**src/rtl/swm_pkg.sv**
```systemverilog
// ----------------------------------------------------------------------------
// swm_pkg
// Shared types and constants for the sliding window median filter: default
// sizes, the window register reset value and the cell control structs.
// ----------------------------------------------------------------------------
package swm_pkg;

    // default sizes
    localparam int WINDOW_MAX_DEF   = 64;
    localparam int SAMPLE_WIDTH_DEF = 31;

    // window size register
    localparam int          CFG_WIDTH    = 7;
    localparam int unsigned WINDOW_RESET = 3;

    // controls broadcast to every cell
    typedef struct packed {
        logic step;    // a sample is transferred in this cycle
        logic clear;   // drop every stored sample
        logic full;    // window is full before this sample
        logic rm_le;   // the retiring sample is not greater than the new one
    } swm_bcast_t;

    // status a cell shows its neighbors
    typedef struct packed {
        logic valid;   // cell holds a sample
        logic le;      // stored sample is not greater than the new one
        logic keep;    // cell lies below the insertion slot
    } swm_cstat_t;

endpackage

```
**src/rtl/swm_cell.sv**
```systemverilog
// ----------------------------------------------------------------------------
// swm_cell
// One slot of the sorted sample row. On each transfer it keeps its sample, takes
// the neighbor above or below, or takes the new sample, so that the row stays
// sorted after the oldest sample retires and the new one slots in.
// ----------------------------------------------------------------------------
module swm_cell
    import swm_pkg::*;
#(
    parameter int SAMPLE_WIDTH = SAMPLE_WIDTH_DEF,
    parameter int AGE_WIDTH    = 6
)
(
    input  logic                    clk,
    input  logic                    rst_n,
    input  swm_bcast_t              bc,
    input  logic [SAMPLE_WIDTH-1:0] sample,
    input  logic [AGE_WIDTH-1:0]    age_last,
    input  logic                    rm_below,
    input  swm_cstat_t              lo_stat,
    input  logic [SAMPLE_WIDTH-1:0] lo_value,
    input  logic [AGE_WIDTH-1:0]    lo_age,
    input  swm_cstat_t              hi_stat,
    input  logic [SAMPLE_WIDTH-1:0] hi_value,
    input  logic [AGE_WIDTH-1:0]    hi_age,
    output swm_cstat_t              stat,
    output logic                    rm,
    output logic [SAMPLE_WIDTH-1:0] value,
    output logic [AGE_WIDTH-1:0]    age,
    output logic [SAMPLE_WIDTH-1:0] value_next
);

    logic [SAMPLE_WIDTH-1:0] value_reg;
    logic [AGE_WIDTH-1:0]    age_reg;
    logic [AGE_WIDTH-1:0]    age_next;
    logic                    valid_reg;
    logic                    valid_next;
    logic                    le;
    logic                    keep;

    // local compares
    assign le   = valid_reg && (value_reg <= sample);
    assign rm   = bc.full && valid_reg && (age_reg == age_last);
    assign keep = bc.rm_le ? hi_stat.le : le;

    assign stat  = '{valid: valid_reg, le: le, keep: keep};
    assign value = value_reg;
    assign age   = age_reg;

    // pick the new content of this slot
    always_comb
    begin
        if (keep)
        begin
            if (rm_below || rm)
            begin
                value_next = hi_value;
                age_next   = hi_age + AGE_WIDTH'(1);
            end
            else
            begin
                value_next = value_reg;
                age_next   = age_reg + AGE_WIDTH'(1);
            end
        end
        else if (lo_stat.keep)
        begin
            value_next = sample;
            age_next   = '0;
        end
        else if (rm_below)
        begin
            value_next = value_reg;
            age_next   = age_reg + AGE_WIDTH'(1);
        end
        else
        begin
            value_next = lo_value;
            age_next   = lo_age + AGE_WIDTH'(1);
        end
    end

    // occupancy grows from the bottom until the window is full
    assign valid_next = bc.full ? valid_reg : lo_stat.valid;

    // occupancy
    always_ff @(posedge clk or negedge rst_n)
    begin
        if (!rst_n)
        begin
            valid_reg <= 1'b0;
        end
        else if (bc.clear)
        begin
            valid_reg <= 1'b0;
        end
        else if (bc.step)
        begin
            valid_reg <= valid_next;
        end
    end

    // sample and age
    always_ff @(posedge clk)
    begin
        if (bc.step)
        begin
            value_reg <= value_next;
            age_reg   <= age_next;
        end
    end

endmodule

```
**config.mk**
```make
export PLATFORM = sky130hd
export DESIGN_NAME = swm_cell
export DESIGN_NICKNAME = d
export VERILOG_FILES = /design/src/rtl/swm_pkg.sv /design/src/rtl/swm_cell.sv
export SDC_FILE = /design/constraint.sdc
export NUM_CORES = 1
export LEC_CHECK = 0
export ABC_CLOCK_PERIOD_IN_PS = 4700
export BUFFER_PORTS_ARGS = -buffer_cell sky130_fd_sc_hd__buf_4
export CAP_MARGIN = 20
export CORE_ASPECT_RATIO = 1.75
export CORE_MARGIN = 2
export CORE_UTILIZATION = 50
export DETAILED_ROUTE_END_ITERATION = 10
export GPL_TIMING_DRIVEN = 1
export PLACE_DENSITY = 0.87
export SKIP_CTS_REPAIR_TIMING = 1
export SLEW_MARGIN = 15
export SYNTH_ARGS = -nofsm -noshare
export SYNTH_HDL_FRONTEND = slang
export SYNTH_SLANG_ARGS = --single-unit
```
**constraint.sdc**
```tcl
create_clock -name clk -period 4.7 [get_ports clk]
set_input_delay 0.94 -clock clk [delete_from_list [all_inputs] [get_ports clk]]
set_output_delay 0.94 -clock clk [all_outputs]
set_load 0.05 [all_outputs]
```
==> summary.md <==
| Metric | Value |
|---|---|
| RSZ-0062 raised after global routing | `false` |
| Wire length on met1 | `around 4000 um` |
| Fin crit share | `0.913` |
| Synthesized area per cell | `roughly 8.5 sq um` |
| Count of pins over their slew limit | `0` |
| Worst vdd ir | `~0.21 mV` |
| Ranking of synthesized cells by area | `edfxtp_1 30%, mux2i_1 18%, ha_1 11%` |
| Register bit total from synthesis | `38` |
| Cell Pwr Density | `around 270 nW/um^2` |
| Mapped Area | `3750 sq um` |
| Req. time, crit path | `3.76 ns` |
| # diodes | `0` |
| Die outline width | `between 60 and 70 um` |
| Flop pwr share | `0.310` |
| Area Growth Syn to Fin | `43.2%` |
| Count of cell types in the netlist | `39` |
| Core area | `between 7000 and 8000 sq um` |
| Top-count cell post-synth | `nand2_1` |
| Core Util, Final | `0.743` |
| Post-route cell area | `roughly 5400 sq um` |
| Gr usage total | `0.275` |
| Max Freq | `roughly 230 MHz` |
| Cells after Synth | `440` |
| Max reg flops | `31` |
| Max Buffers Root-to-Sink | `2` |
| Number of global-route vias before repair | `3,934` |
| Yosys top cell by area | `edfxtp_1` |
| First-pass GRT wire length | `between 15,000 and 20,000 um` |
| DR WL met2 | `approximately 6400 um` |
| Initial antenna violation count | `0` |
| H-tree Lvls | `2` |
| Top layer in use | `met4` |
| Top Ports | `approximately 200` |
| Die Ht | `between 100 and 150 um` |
| Via/cell ratio | `roughly 5.6` |
| Final Hold Viols | `0` |
| Crit-path slowest cell | `nor4_1` |
| Worst clock skew | `0.00612 ns` |
| Final setup violation count | `0` |
| Fin crit period | `around 4.3 ns` |
| Std cell rows | `41` |
| Status | `complete, no violations` |
| Switching power total | `between 0.6 and 0.7 mW` |
| Hold WS | `around 0.42 ns` |
| TritonCTS Buffers | `5` |
| Sequential share of the synthesized area | `0.303` |
| Tightest Pin Transition | `about 0.71 ns` |
| Switching part of the total power | `0.412` |
| Most frequent CP cell | `buf_4` |
| Setup crit start kind | `primary input` |
| Routed len/inst | `between 15 and 20 um` |
| GR Overflow Total | `0` |
| Clock power frac | `0.220` |
| CTS Sinks | `38` |
| Skew-Pair Late Insertion Delay | `0.28 ns` |
| Largest net degree at the start of global routing | `between 60 and 70` |
| Reg2reg start | `value[30]` |
| Max-slew headroom | `0.526` |
| Logic pwr share | `0.470` |
| Final ANT Viol Nets | `0` |
| Placement Cell Area | `~5200 sq um` |
| Crit path max fanout | `28` |
| Leakage Power | `2.73 nW` |
| Final setup TNS | `0 ns` |
| Crit. End Element | `primary output` |
| Syn Nets | `between 500 and 600` |
| Initial Utilization | `0.518` |
| Port bufs | `approximately 190` |
| Area fraction of the dominant cell type after synthesis | `0.296` |
| Post-synth ARST share | `0.0263` |
| CTS tree | `yes` |
| Root Driver | `clkbuf_16` |
| Ys flop type | `edfxtp_1` |
| Largest stage delay, worst path | `between 0.5 and 0.6 ns` |
| Vias post-DR | `just under 4,000` |
| Nets | `775` |
| Number of flops mapped to enable cells by yosys | `37` |
| Final wirelength | `approximately 12,000 um` |
| Ys Warns | `0` |
| First drt pass iteration count | `4` |
| Critical path class | `in -> out` |
| Synth top cells by count | `72 x nand2_1, 69 x o21ai_0, 66 x mux2i_1` |
| Max_cap viols | `0` |
| P_int | `roughly 0.87 mW` |
| Fraction of layout instances using a drive strength above 1 | `0.338` |
| Crit path DAT | `roughly 3.4 ns` |
| CTS clock-pin slew for the worst setup and hold paths | `0.06 ns` |
| DP HPWL | `8980 um` |
| Crit path from | `sample[29]` |
| First DRT Iteration DRCs | `between 200 and 250` |
| Min-Delay Path Class | `in -> async` |
| Die ar. | `about 8000 sq um` |
| Met3 routed WL | `about 640 um` |
| Crit-path cells | `buf_4 -> inv_1 -> ha_1 -> nand4_1 -> nor4_1 -> a21boi_1 -> o211a_2 -> buf_4 -> nand2_1 -> o21ai_1 -> buf_4` |
| GPL Wtd Cong | `around 0.87` |
| Detailed-route DRC error count | `0` |
==> power by group through the flow <==
stage	combinational, mW	sequential [mW]	clock, mW
2_1_floorplan	0.347	0.556	0
3_3_place_gp	0.675	0.460	0
3_5_place_dp	0.691	0.462	0
4_1_cts	0.693	0.455	0.327
5_1_grt	0.736	0.461	0.337
6_report	0.692	0.456	0.324
==> cell usage in the layout, fill, tap and decap left out, drive strengths merged, types with 2 or more instances in the layout <==
cell and n:
buf 197, nand2 72, o21ai 70, mux2i 66, edfxtp 37, inv 35, ha 34, a21oi 15
nand3 14, nor2 13, xnor2 10, xor2 8, nand4 7, a211oi 5, clkbuf 5, clkinv 3
a221oi 3, o31ai 2, nor2b 2, o21bai 2, a21o 2, and3 2, nor4 2, mux2 2
==> path summary, 6_finish.rpt <==
path                             endpoint  slack (ns)  cells after the start
min                             valid_reg        0.42                      1
max                        value_next[29]        0.41                     11
max in group asynchronous       valid_reg        4.20                      1
max reg2reg                        age[4]        1.61                      8
min reg2reg                     valid_reg        0.64                      2
min in group clk                valid_reg        0.64                      2
==> critical path, delay by kind of cell <==
kind | cells | cell delay, ns
AOI/OAI and AO/OA | 3 | 0.63
buffers and inverters | 4 | 0.66
adders and majority gates | 1 | 0.31
and+or+nand+nor | 3 | 0.81
==> layout make-up <==
| type | count | area [sq um] |
|---|---|---|
| Inverter | 35 | 131 |
| Sequential cell | 38 | 1140 |
| Tap cell | 86 | 108 |
| Clock inverter | 3 | 11.3 |
| Fill cell | 551 | 1860 |
| Clock buffer | 5 | 125 |
| Timing Repair Buffer | 197 | 1490 |
| Multi-Input combinational cell | 340 | 2370 |
==> kinds of logic (layout without fill, tap and decap cells) <==
family	after synthesis	after routing	share of synthesized area
AND/OR/NAND/NOR	116	116	0.132
adder cells (fa/ha/maj)	34	34	0.113
AO/OA/AOI/OAI	104	104	0.157
buffers and inverters	62	240	0.0691
multiplexers	68	68	0.183
flip-flops	38	38	0.303
XOR/XNOR	18	18	0.0420
==> per-stage QoR <==
stage               worst slack, ns  cells  total power [mW]
floorplan                     0.130    440             0.903
detailed placement            0.412    696              1.15
global placement              0.456    696              1.13
CTS                           0.402    704              1.48
global route                  0.179    704              1.53
finish                        0.411    704              1.47
==> metal layers <==
layer  global-route usage  vias up
met4                0.152        0
met2                0.530      170
met5                    0        -
li1                     -     1923
met1                0.271     1831
met3               0.0409       41
No activity file was read; power rests on OpenSTA's default activity.
