--- config.mk ---
export PLATFORM = sky130hd
export DESIGN_NAME = swm_outq
export DESIGN_NICKNAME = d
export VERILOG_FILES = /design/src/rtl/swm_pkg.sv /design/src/rtl/swm_outq.sv
export SDC_FILE = /design/constraint.sdc
export NUM_CORES = 1
export LEC_CHECK = 0
export ABC_AREA = 1
export ABC_CLOCK_PERIOD_IN_PS = 3650
export BUFFER_PORTS_ARGS = -buffer_cell sky130_fd_sc_hd__buf_2
export CAP_MARGIN = 15
export CELL_PAD_IN_SITES_DETAIL_PLACEMENT = 1
export CELL_PAD_IN_SITES_GLOBAL_PLACEMENT = 1
export CORE_MARGIN = 4
export CORE_UTILIZATION = 40
export DETAILED_ROUTE_END_ITERATION = 10
export HOLD_SLACK_MARGIN = 0.08
export PLACE_DENSITY_LB_ADDON = 0.1
export SKIP_LAST_GASP = 1
export SYNTH_ARGS = -nofsm -noshare
export SYNTH_HDL_FRONTEND = slang
export SYNTH_SLANG_ARGS = --single-unit
--- constraint.sdc ---
create_clock -name clk -period 3.65 [get_ports clk]
set_clock_uncertainty 0.2 [all_clocks]
set_input_delay 0.73 -clock clk [delete_from_list [all_inputs] [get_ports clk]]
set_output_delay 0.73 -clock clk [all_outputs]
set_load 0.01 [all_outputs]
--- src/rtl/swm_pkg.sv ---
// ----------------------------------------------------------------------------
// swm_pkg
// Shared types and constants for the sliding window median filter: default
// sizes, the window register reset value and the cell control structs.
// ----------------------------------------------------------------------------
package swm_pkg;

    // default sizes
    localparam int WINDOW_MAX_DEF   = 64;
    localparam int SAMPLE_WIDTH_DEF = 31;

    // window size register
    localparam int          CFG_WIDTH    = 7;
    localparam int unsigned WINDOW_RESET = 3;

    // controls broadcast to every cell
    typedef struct packed {
        logic step;    // a sample is transferred in this cycle
        logic clear;   // drop every stored sample
        logic full;    // window is full before this sample
        logic rm_le;   // the retiring sample is not greater than the new one
    } swm_bcast_t;

    // status a cell shows its neighbors
    typedef struct packed {
        logic valid;   // cell holds a sample
        logic le;      // stored sample is not greater than the new one
        logic keep;    // cell lies below the insertion slot
    } swm_cstat_t;

endpackage

--- src/rtl/swm_outq.sv ---
// ----------------------------------------------------------------------------
// swm_outq
// Two-entry result queue: an output register and a skid register, so a new
// sample can be taken while a finished median still waits downstream.
// ----------------------------------------------------------------------------
module swm_outq
    import swm_pkg::*;
#(
    parameter int DATA_WIDTH = SAMPLE_WIDTH_DEF
)
(
    input  logic                  clk,
    input  logic                  rst_n,
    input  logic                  push,
    input  logic [DATA_WIDTH-1:0] push_data,
    output logic                  busy,
    output logic                  out_valid,
    input  logic                  out_stall,
    output logic [DATA_WIDTH-1:0] out_data
);

    logic                  out_valid_reg;
    logic [DATA_WIDTH-1:0] out_data_reg;
    logic                  skid_valid_reg;
    logic [DATA_WIDTH-1:0] skid_data_reg;
    logic                  take;

    assign take      = out_valid_reg && !out_stall;
    assign busy      = skid_valid_reg;
    assign out_valid = out_valid_reg;
    assign out_data  = out_data_reg;

    // queue control
    always_ff @(posedge clk or negedge rst_n)
    begin
        if (!rst_n)
        begin
            out_valid_reg  <= 1'b0;
            skid_valid_reg <= 1'b0;
        end
        else if (skid_valid_reg)
        begin
            if (take)
            begin
                skid_valid_reg <= 1'b0;
            end
        end
        else if (push)
        begin
            if (out_valid_reg && !take)
            begin
                skid_valid_reg <= 1'b1;
            end
            else
            begin
                out_valid_reg <= 1'b1;
            end
        end
        else if (take)
        begin
            out_valid_reg <= 1'b0;
        end
    end

    // queue data
    always_ff @(posedge clk)
    begin
        if (skid_valid_reg)
        begin
            if (take)
            begin
                out_data_reg <= skid_data_reg;
            end
        end
        else if (push)
        begin
            if (out_valid_reg && !take)
            begin
                skid_data_reg <= push_data;
            end
            else
            begin
                out_data_reg <= push_data;
            end
        end
    end

endmodule

==> impl_metrics.tcl, run 1 <==
set metrics [dict create \
    status "finished clean" \
    drv_cap 0 \
    clock_power_share_pct 26.7 \
    tightest_slew_ns 0.904 \
    share_of_post_route_cells_with_drive_strength_above_1_pct 31.9 \
    seq_area_frac_synth_pct 79.4 \
    routed_wl_mm 5.10 \
    timing.critical_path.fanout_max 21 \
    power_per_cell_area_nw_per_um2 797 \
    clock_tree_from_tritoncts "done" \
    multiplexer_fraction_of_the_synthesized_cell_area_pct 0 \
    synth_simple_gate_area_share_pct 16.6 \
    slew-limit-headroom_pct 39.6 \
    post_synth_instance_area_um2 2410 \
    die_area_um2 7320 \
    share_of_the_synthesized_area_in_compound_gates_ao_oa_aoi_oai_pct 0 \
    worst-endpoint-required_ns 3.49 \
    grt_setup_unrepaired "no" \
    grt_antenna_before_repair 0 \
    drt-vias-per-instance 4.63 \
    dp.cells 318 \
    flops_latches_synth 64 \
    ctsHtreeMaxLevel 3 \
    gp_congestion 0.688 \
    antennaDiodeCount 0 \
    worst_ep_arrival_time_ns 2.08 \
    syn_area_per_cell_um2 13.2 \
    post_cts.repair.setup_buffers 0 \
    floorplan.rows 27 \
    power.share.sequential_pct 48.7 \
    grt-ovfl-total 0 \
    area_growth_syn_to_layout_pct 24.8 \
    total_switching_power_uw 734 \
    synth_warn 0 \
    power.static_leakage_uw 0.00134 \
    ctsRootBufferMaster "sky130_fd_sc_hd__clkbuf_8" \
    drcViolationCount 0 \
    mappedNetlistNets 218 \
    holdCritPathClass "reg2reg" \
    number_of_top_level_design_ports 68 \
    combinational_family_with_the_most_area_after_synthesis "simple AND/OR/NAND/NOR gates" \
    layoutNonFillerInstCount 335 \
    ctsLongestPathBuffers 2 \
    via_count 1551 \
    routed_wirelength_normalized_by_instance_count_um 15.2 \
    track_usage_pct 14.7 \
    hold-path-cell-count 2 \
    placement.io_buffers 67 \
    core-area_um2 5680 \
    setup_total_negative_slack_ns 0 \
    hold_path_end "out_data[26]" \
    yosys.area_share.xor_xnor_pct 0 \
    power_frac_comb_pct 24.7 \
    detail-route-antenna-nets 0 \
    syn_inst 183 \
    criticalPathCategory "reg2reg" \
    min_period_ns 2.24 \
    setup.worst_path.end_class "flip-flop" \
    drv_slew 0 \
    detailedPlacementHpwl_mm 3.41 \
    clkSlewWorstSetupHoldPaths_ns 0.07 \
    power_switching_share_pct 30.6 \
    ys_top_cells_by_area "sky130_fd_sc_hd__edfxtp_1, sky130_fd_sc_hd__nand2_1, sky130_fd_sc_hd__buf_6" \
    r2r-start "busy" \
    worstRegToRegCells 4 \
    final_net_count 293 \
    grt_pass1_vias 1634 \
    reg2reg_setup_slack_ns 1.41 \
    max-vdd-ir-drop_mv 0.402 \
    critical_path.startpoint_type "flip-flop" \
    synth.distinct_cells 9 \
    grt_max_degree 33 \
    die_height_um 85.6 \
    layout_worst_path_cycle_share_pct 61.4 \
    start_util_pct 42.4 \
    maxClockFrequency_mhz 446 \
    dr.first_iter.drc_count 92 \
    finalHoldViolations 0 \
    min_from "skid_data_reg[26]" \
    synthesized_area_fraction_occupied_by_adder_cells_pct 0 \
    cts-buffers-inserted 9 \
    cell_internal_pwr_uw 1660 \
    clk_latency_ns 0.33 \
    r2r_path_end "skid_data_reg[18]" \
    die_width_um 85.6 \
    grt_first_pass_wirelength_mm 8.09 \
    numClockSinks 64 \
    timing.final.setup_violations 0 \
    yosysTopAreaCellShare_pct 77.3 \
    synth.largest_area_cell "sky130_fd_sc_hd__edfxtp_1" \
    detailedRoute.firstPassIterationCount 4 \
]
[repair_timing]
action / in CTS / in global routing
hold buffers: 1 / 0
resized for setup: 0 / 0
hold endpoints to repair: 2 / 0
[synth_stat cells]
master / count
sky130_fd_sc_hd__inv_1: 5
sky130_fd_sc_hd__buf_4: 2
sky130_fd_sc_hd__buf_6: 5
sky130_fd_sc_hd__nor2_1: 3
sky130_fd_sc_hd__edfxtp_1: 62
sky130_fd_sc_hd__nand2_1: 102
sky130_fd_sc_hd__nand3_1: 1
sky130_fd_sc_hd__dfrtp_1: 2
sky130_fd_sc_hd__inv_4: 1
[kinds of logic (layout without fill, tap and decap cells)]
kind of cell           Yosys count  in the layout
buffers and inverters           13             93
AND/OR/NAND/NOR                106            106
flip-flops                      64             64
[worst max-delay path: stages, from the launching register on]
cell	delay, ns
sky130_fd_sc_hd__dfrtp_1	0.58
sky130_fd_sc_hd__nor2_1	0.20
sky130_fd_sc_hd__nand2_1	0.08
sky130_fd_sc_hd__inv_1	0.57
sky130_fd_sc_hd__buf_4	0.30
[power by group through the flow]
stage / sequential (µW) / combinational, µW / clock (µW)
floorplan: 1250 / 311 / 0
global placement: 1180 / 594 / 0
detailed placement: 1180 / 609 / 0
CTS: 1170 / 612 / 656
global route: 1190 / 671 / 692
finish: 1170 / 591 / 640
[layout by cell type, fill, tap and decap left out]
cell	n
sky130_fd_sc_hd__clkinv_2	1
sky130_fd_sc_hd__nand3_1	1
sky130_fd_sc_hd__nor2_1	2
sky130_fd_sc_hd__nor2_4	1
sky130_fd_sc_hd__dfrtp_1	2
sky130_fd_sc_hd__clkbuf_8	9
sky130_fd_sc_hd__nand2_1	102
sky130_fd_sc_hd__edfxtp_1	62
sky130_fd_sc_hd__inv_4	1
sky130_fd_sc_hd__buf_4	3
sky130_fd_sc_hd__inv_1	5
sky130_fd_sc_hd__bufinv_16	2
sky130_fd_sc_hd__buf_2	67
sky130_fd_sc_hd__clkbuf_1	3
sky130_fd_sc_hd__dlygate4sd3_1	1
sky130_fd_sc_hd__clkinv_1	1
[worst max-delay path by stage]
| stage | start | endpoint | slack [ns] | depth (start not counted) |
|---|---|---|---|---|
| after detailed placement | push | skid_data_reg[16] | 1.18 | 6 |
| after global routing | busy | skid_data_reg[19] | 1.28 | 4 |
| after global placement | push | skid_data_reg[15] | 1.24 | 6 |
| after floorplan | out_stall | out_data[0] | 0.84 | 3 |
| final | busy | skid_data_reg[18] | 1.41 | 4 |
| after CTS | busy | skid_data_reg[22] | 1.36 | 4 |
[area by class of cell]
type	count	area, µm²
Clock buffer	12	135
Clock inverter	4	68.8
Fill cell	648	2670
Inverter	6	25.0
Multi-Input combinational cell	106	407
Sequential cell	64	1910
Tap cell	72	90.1
Timing Repair Buffer	71	368
[layer usage]
metal | vias to the layer above | track usage [%] | share of wire, %
met5 | - | 0 | 0
met4 | 0 | 6.47 | 1.5
met3 | 8 | 4.61 | 5.6
met2 | 43 | 24.2 | 50
met1 | 741 | 17.8 | 43
li1 | 759 | - | -
[through the flow]
step	hold WS (ns)	power [µW]	worst slack, ns	area, µm²	utilization (%)
floorplan	0.234	1560	0.840	2410	-
global placement	0.301	1770	1.24	2790	49.2
detailed placement	0.307	1790	1.18	2790	49.2
CTS	0.324	2440	1.36	3010	53.0
global route	0.342	2550	1.28	3010	53.0
finish	0.322	2400	1.41	3010	53.0
Note: power is estimated with default switching activity, not from simulation.
==> run 2, diff against run 1 <==
--- a/config.mk
+++ b/config.mk
@@ -6,7 +6,7 @@
 export NUM_CORES = 1
 export LEC_CHECK = 0
 export ABC_AREA = 1
-export ABC_CLOCK_PERIOD_IN_PS = 3650
+export ABC_CLOCK_PERIOD_IN_PS = 2200
 export BUFFER_PORTS_ARGS = -buffer_cell sky130_fd_sc_hd__buf_2
 export CAP_MARGIN = 15
 export CELL_PAD_IN_SITES_DETAIL_PLACEMENT = 1
==> constraint.sdc (replaced) <==
create_clock -name clk -period 2.2 [get_ports clk]
set_clock_uncertainty 0.2 [all_clocks]
set_input_delay 0.44 -clock clk [delete_from_list [all_inputs] [get_ports clk]]
set_output_delay 0.44 -clock clk [all_outputs]
set_load 0.01 [all_outputs]
==> impl_metrics.tcl, run 2 (synthesis results as in run 1) <==
set metrics [dict create \
    status "finished clean" \
    criticalPathCategory "reg2out" \
    setup.worst_path.end_class "output pin" \
    drv_cap 0 \
    share_of_post_route_cells_with_drive_strength_above_1_pct 31.9 \
    numClockSinks 64 \
    power_frac_comb_pct 28.3 \
    slew-limit-headroom_pct 77.5 \
    layout_worst_path_cycle_share_pct 83.3 \
    tightest_slew_ns 0.338 \
    die_height_um 85.6 \
    post_cts.repair.setup_buffers 0 \
    power_switching_share_pct 32.3 \
    power.static_leakage_uw 0.00132 \
    track_usage_pct 13.9 \
    grt-ovfl-total 0 \
    floorplan.rows 27 \
    grt_max_degree 33 \
    finalHoldViolations 0 \
    dp_slack_ns 0.563 \
    final.setup.worst_slack_ns 0.368 \
    cts_resized 0 \
    grt_first_pass_wirelength_mm 7.69 \
    die_width_um 85.6 \
    die_area_um2 7320 \
    detailedRoute.firstPassIterationCount 4 \
    detailedPlacementHpwl_mm 3.53 \
    dr.first_iter.drc_count 88 \
    detail-route-antenna-nets 0 \
    worst_ep_arrival_time_ns 1.19 \
    ctsLongestPathBuffers 2 \
    timing.final.setup_violations 0 \
    max-vdd-ir-drop_mv 0.495 \
    drv_slew 0 \
    placement.io_buffers 67 \
    cell_internal_pwr_uw 2520 \
    via_count 1578 \
    timing.critical_path.fanout_max 22 \
    ctsRootBufferMaster "sky130_fd_sc_hd__clkbuf_8" \
    number_of_top_level_design_ports 68 \
    clock_power_share_pct 20.7 \
    power.share.sequential_pct 51.1 \
    worst-endpoint-required_ns 1.56 \
    final_cell_mix "sky130_fd_sc_hd__nand2_1, sky130_fd_sc_hd__buf_2, sky130_fd_sc_hd__edfxtp_1" \
    clock_tree_from_tritoncts "done" \
    cts-buffers-inserted 9 \
    grt_setup_unrepaired "no" \
    ctsHoldBuffers 1 \
    grt_antenna_before_repair 0 \
    drt-vias-per-instance 4.71 \
    setup_total_negative_slack_ns 0 \
    maxClockFrequency_mhz 546 \
    antennaDiodeCount 0 \
    routed_wl_mm 5.05 \
    start_util_pct 42.4 \
    finalCoreUtilization_pct 52.2 \
    core-area_um2 5680 \
    final_net_count 296 \
    most_common_cell_after_layout_fill_and_taps_aside "sky130_fd_sc_hd__nand2_1" \
    area_growth_syn_to_layout_pct 23.1 \
    hold_slack_ns 0.107 \
    total_switching_power_uw 1210 \
    critical_path.startpoint_type "flip-flop" \
    min_period_ns 1.83 \
    routed_wirelength_normalized_by_instance_count_um 15.1 \
    clk_latency_ns 0.32 \
    holdCritPathClass "in2reg" \
    power_per_cell_area_nw_per_um2 1260 \
    clkSlewWorstSetupHoldPaths_ns 0.07 \
    drcViolationCount 0 \
    grt_pass1_vias 1573 \
    ctsHtreeMaxLevel 3 \
    gp_congestion 0.692 \
]
-- run 2: changes by cell type in the layout (fill, tap and decap cells not counted), sizes merged --
cell	before	now
clkinv	2	4
bufinv	2	0
buf	70	73
clkbuf	12	9
-- run 2: metrics by stage --
step | cell area (µm²) | total power, µW | std cells
detailed placement | 2810 | 3010 | 321
global route | 2960 | 3960 | 335
floorplan | 2410 | 2580 | 183
finish | 2960 | 3730 | 335
global placement | 2810 | 2970 | 321
CTS | 2960 | 3790 | 335
-- run 2: final timing paths --
check	startpoint	to	slack, ns	depth (start not counted)
setup / recovery	busy	busy	0.37	2
hold / removal	push_data[18]	skid_data_reg[18]	0.11	1
setup reg to reg	busy	out_data[25]	0.65	4
hold reg to reg	skid_data_reg[4]	out_data[4]	0.32	2
max in group asynchronous	rst_n	busy	1.47	2
min in group asynchronous	rst_n	out_valid	0.23	2
-- run 2: worst max-delay path: stages, from the launching register on --
cell	delay [ns]
sky130_fd_sc_hd__dfrtp_1	0.40
sky130_fd_sc_hd__buf_4	0.29
sky130_fd_sc_hd__buf_2	0.18
-- run 2: power by group through the flow --
stage	combinational [µW]	sequential (µW)	clock (µW)
6_report	1050	1900	771
5_1_grt	1180	1930	853
4_1_cts	1080	1910	795
3_5_place_dp	1090	1930	0
3_3_place_gp	1050	1920	0
2_1_floorplan	519	2070	0
-- run 2: final cells by class --
type                            count  area [µm²]
Timing Repair Buffer               74         390
Inverter                            6        25.0
Clock buffer                        9         124
Tap cell                           72        90.1
Multi-Input combinational cell    106         407
Sequential cell                    64        1910
Fill cell                         641        2710
Clock inverter                      4        15.0
-- run 2: routing by layer --
| metal | wire, µm | part of all wire (%) | vias up | global-route usage (%) |
|---|---|---|---|---|
| li1 | - | - | 761 | - |
| met1 | 2090 | 41 | 766 | 16.3 |
| met2 | 2620 | 52 | 47 | 24.3 |
| met3 | 299 | 5.9 | 4 | 3.55 |
| met4 | 38 | 0.75 | 0 | 5.61 |
| met5 | 0 | 0 | - | 0 |
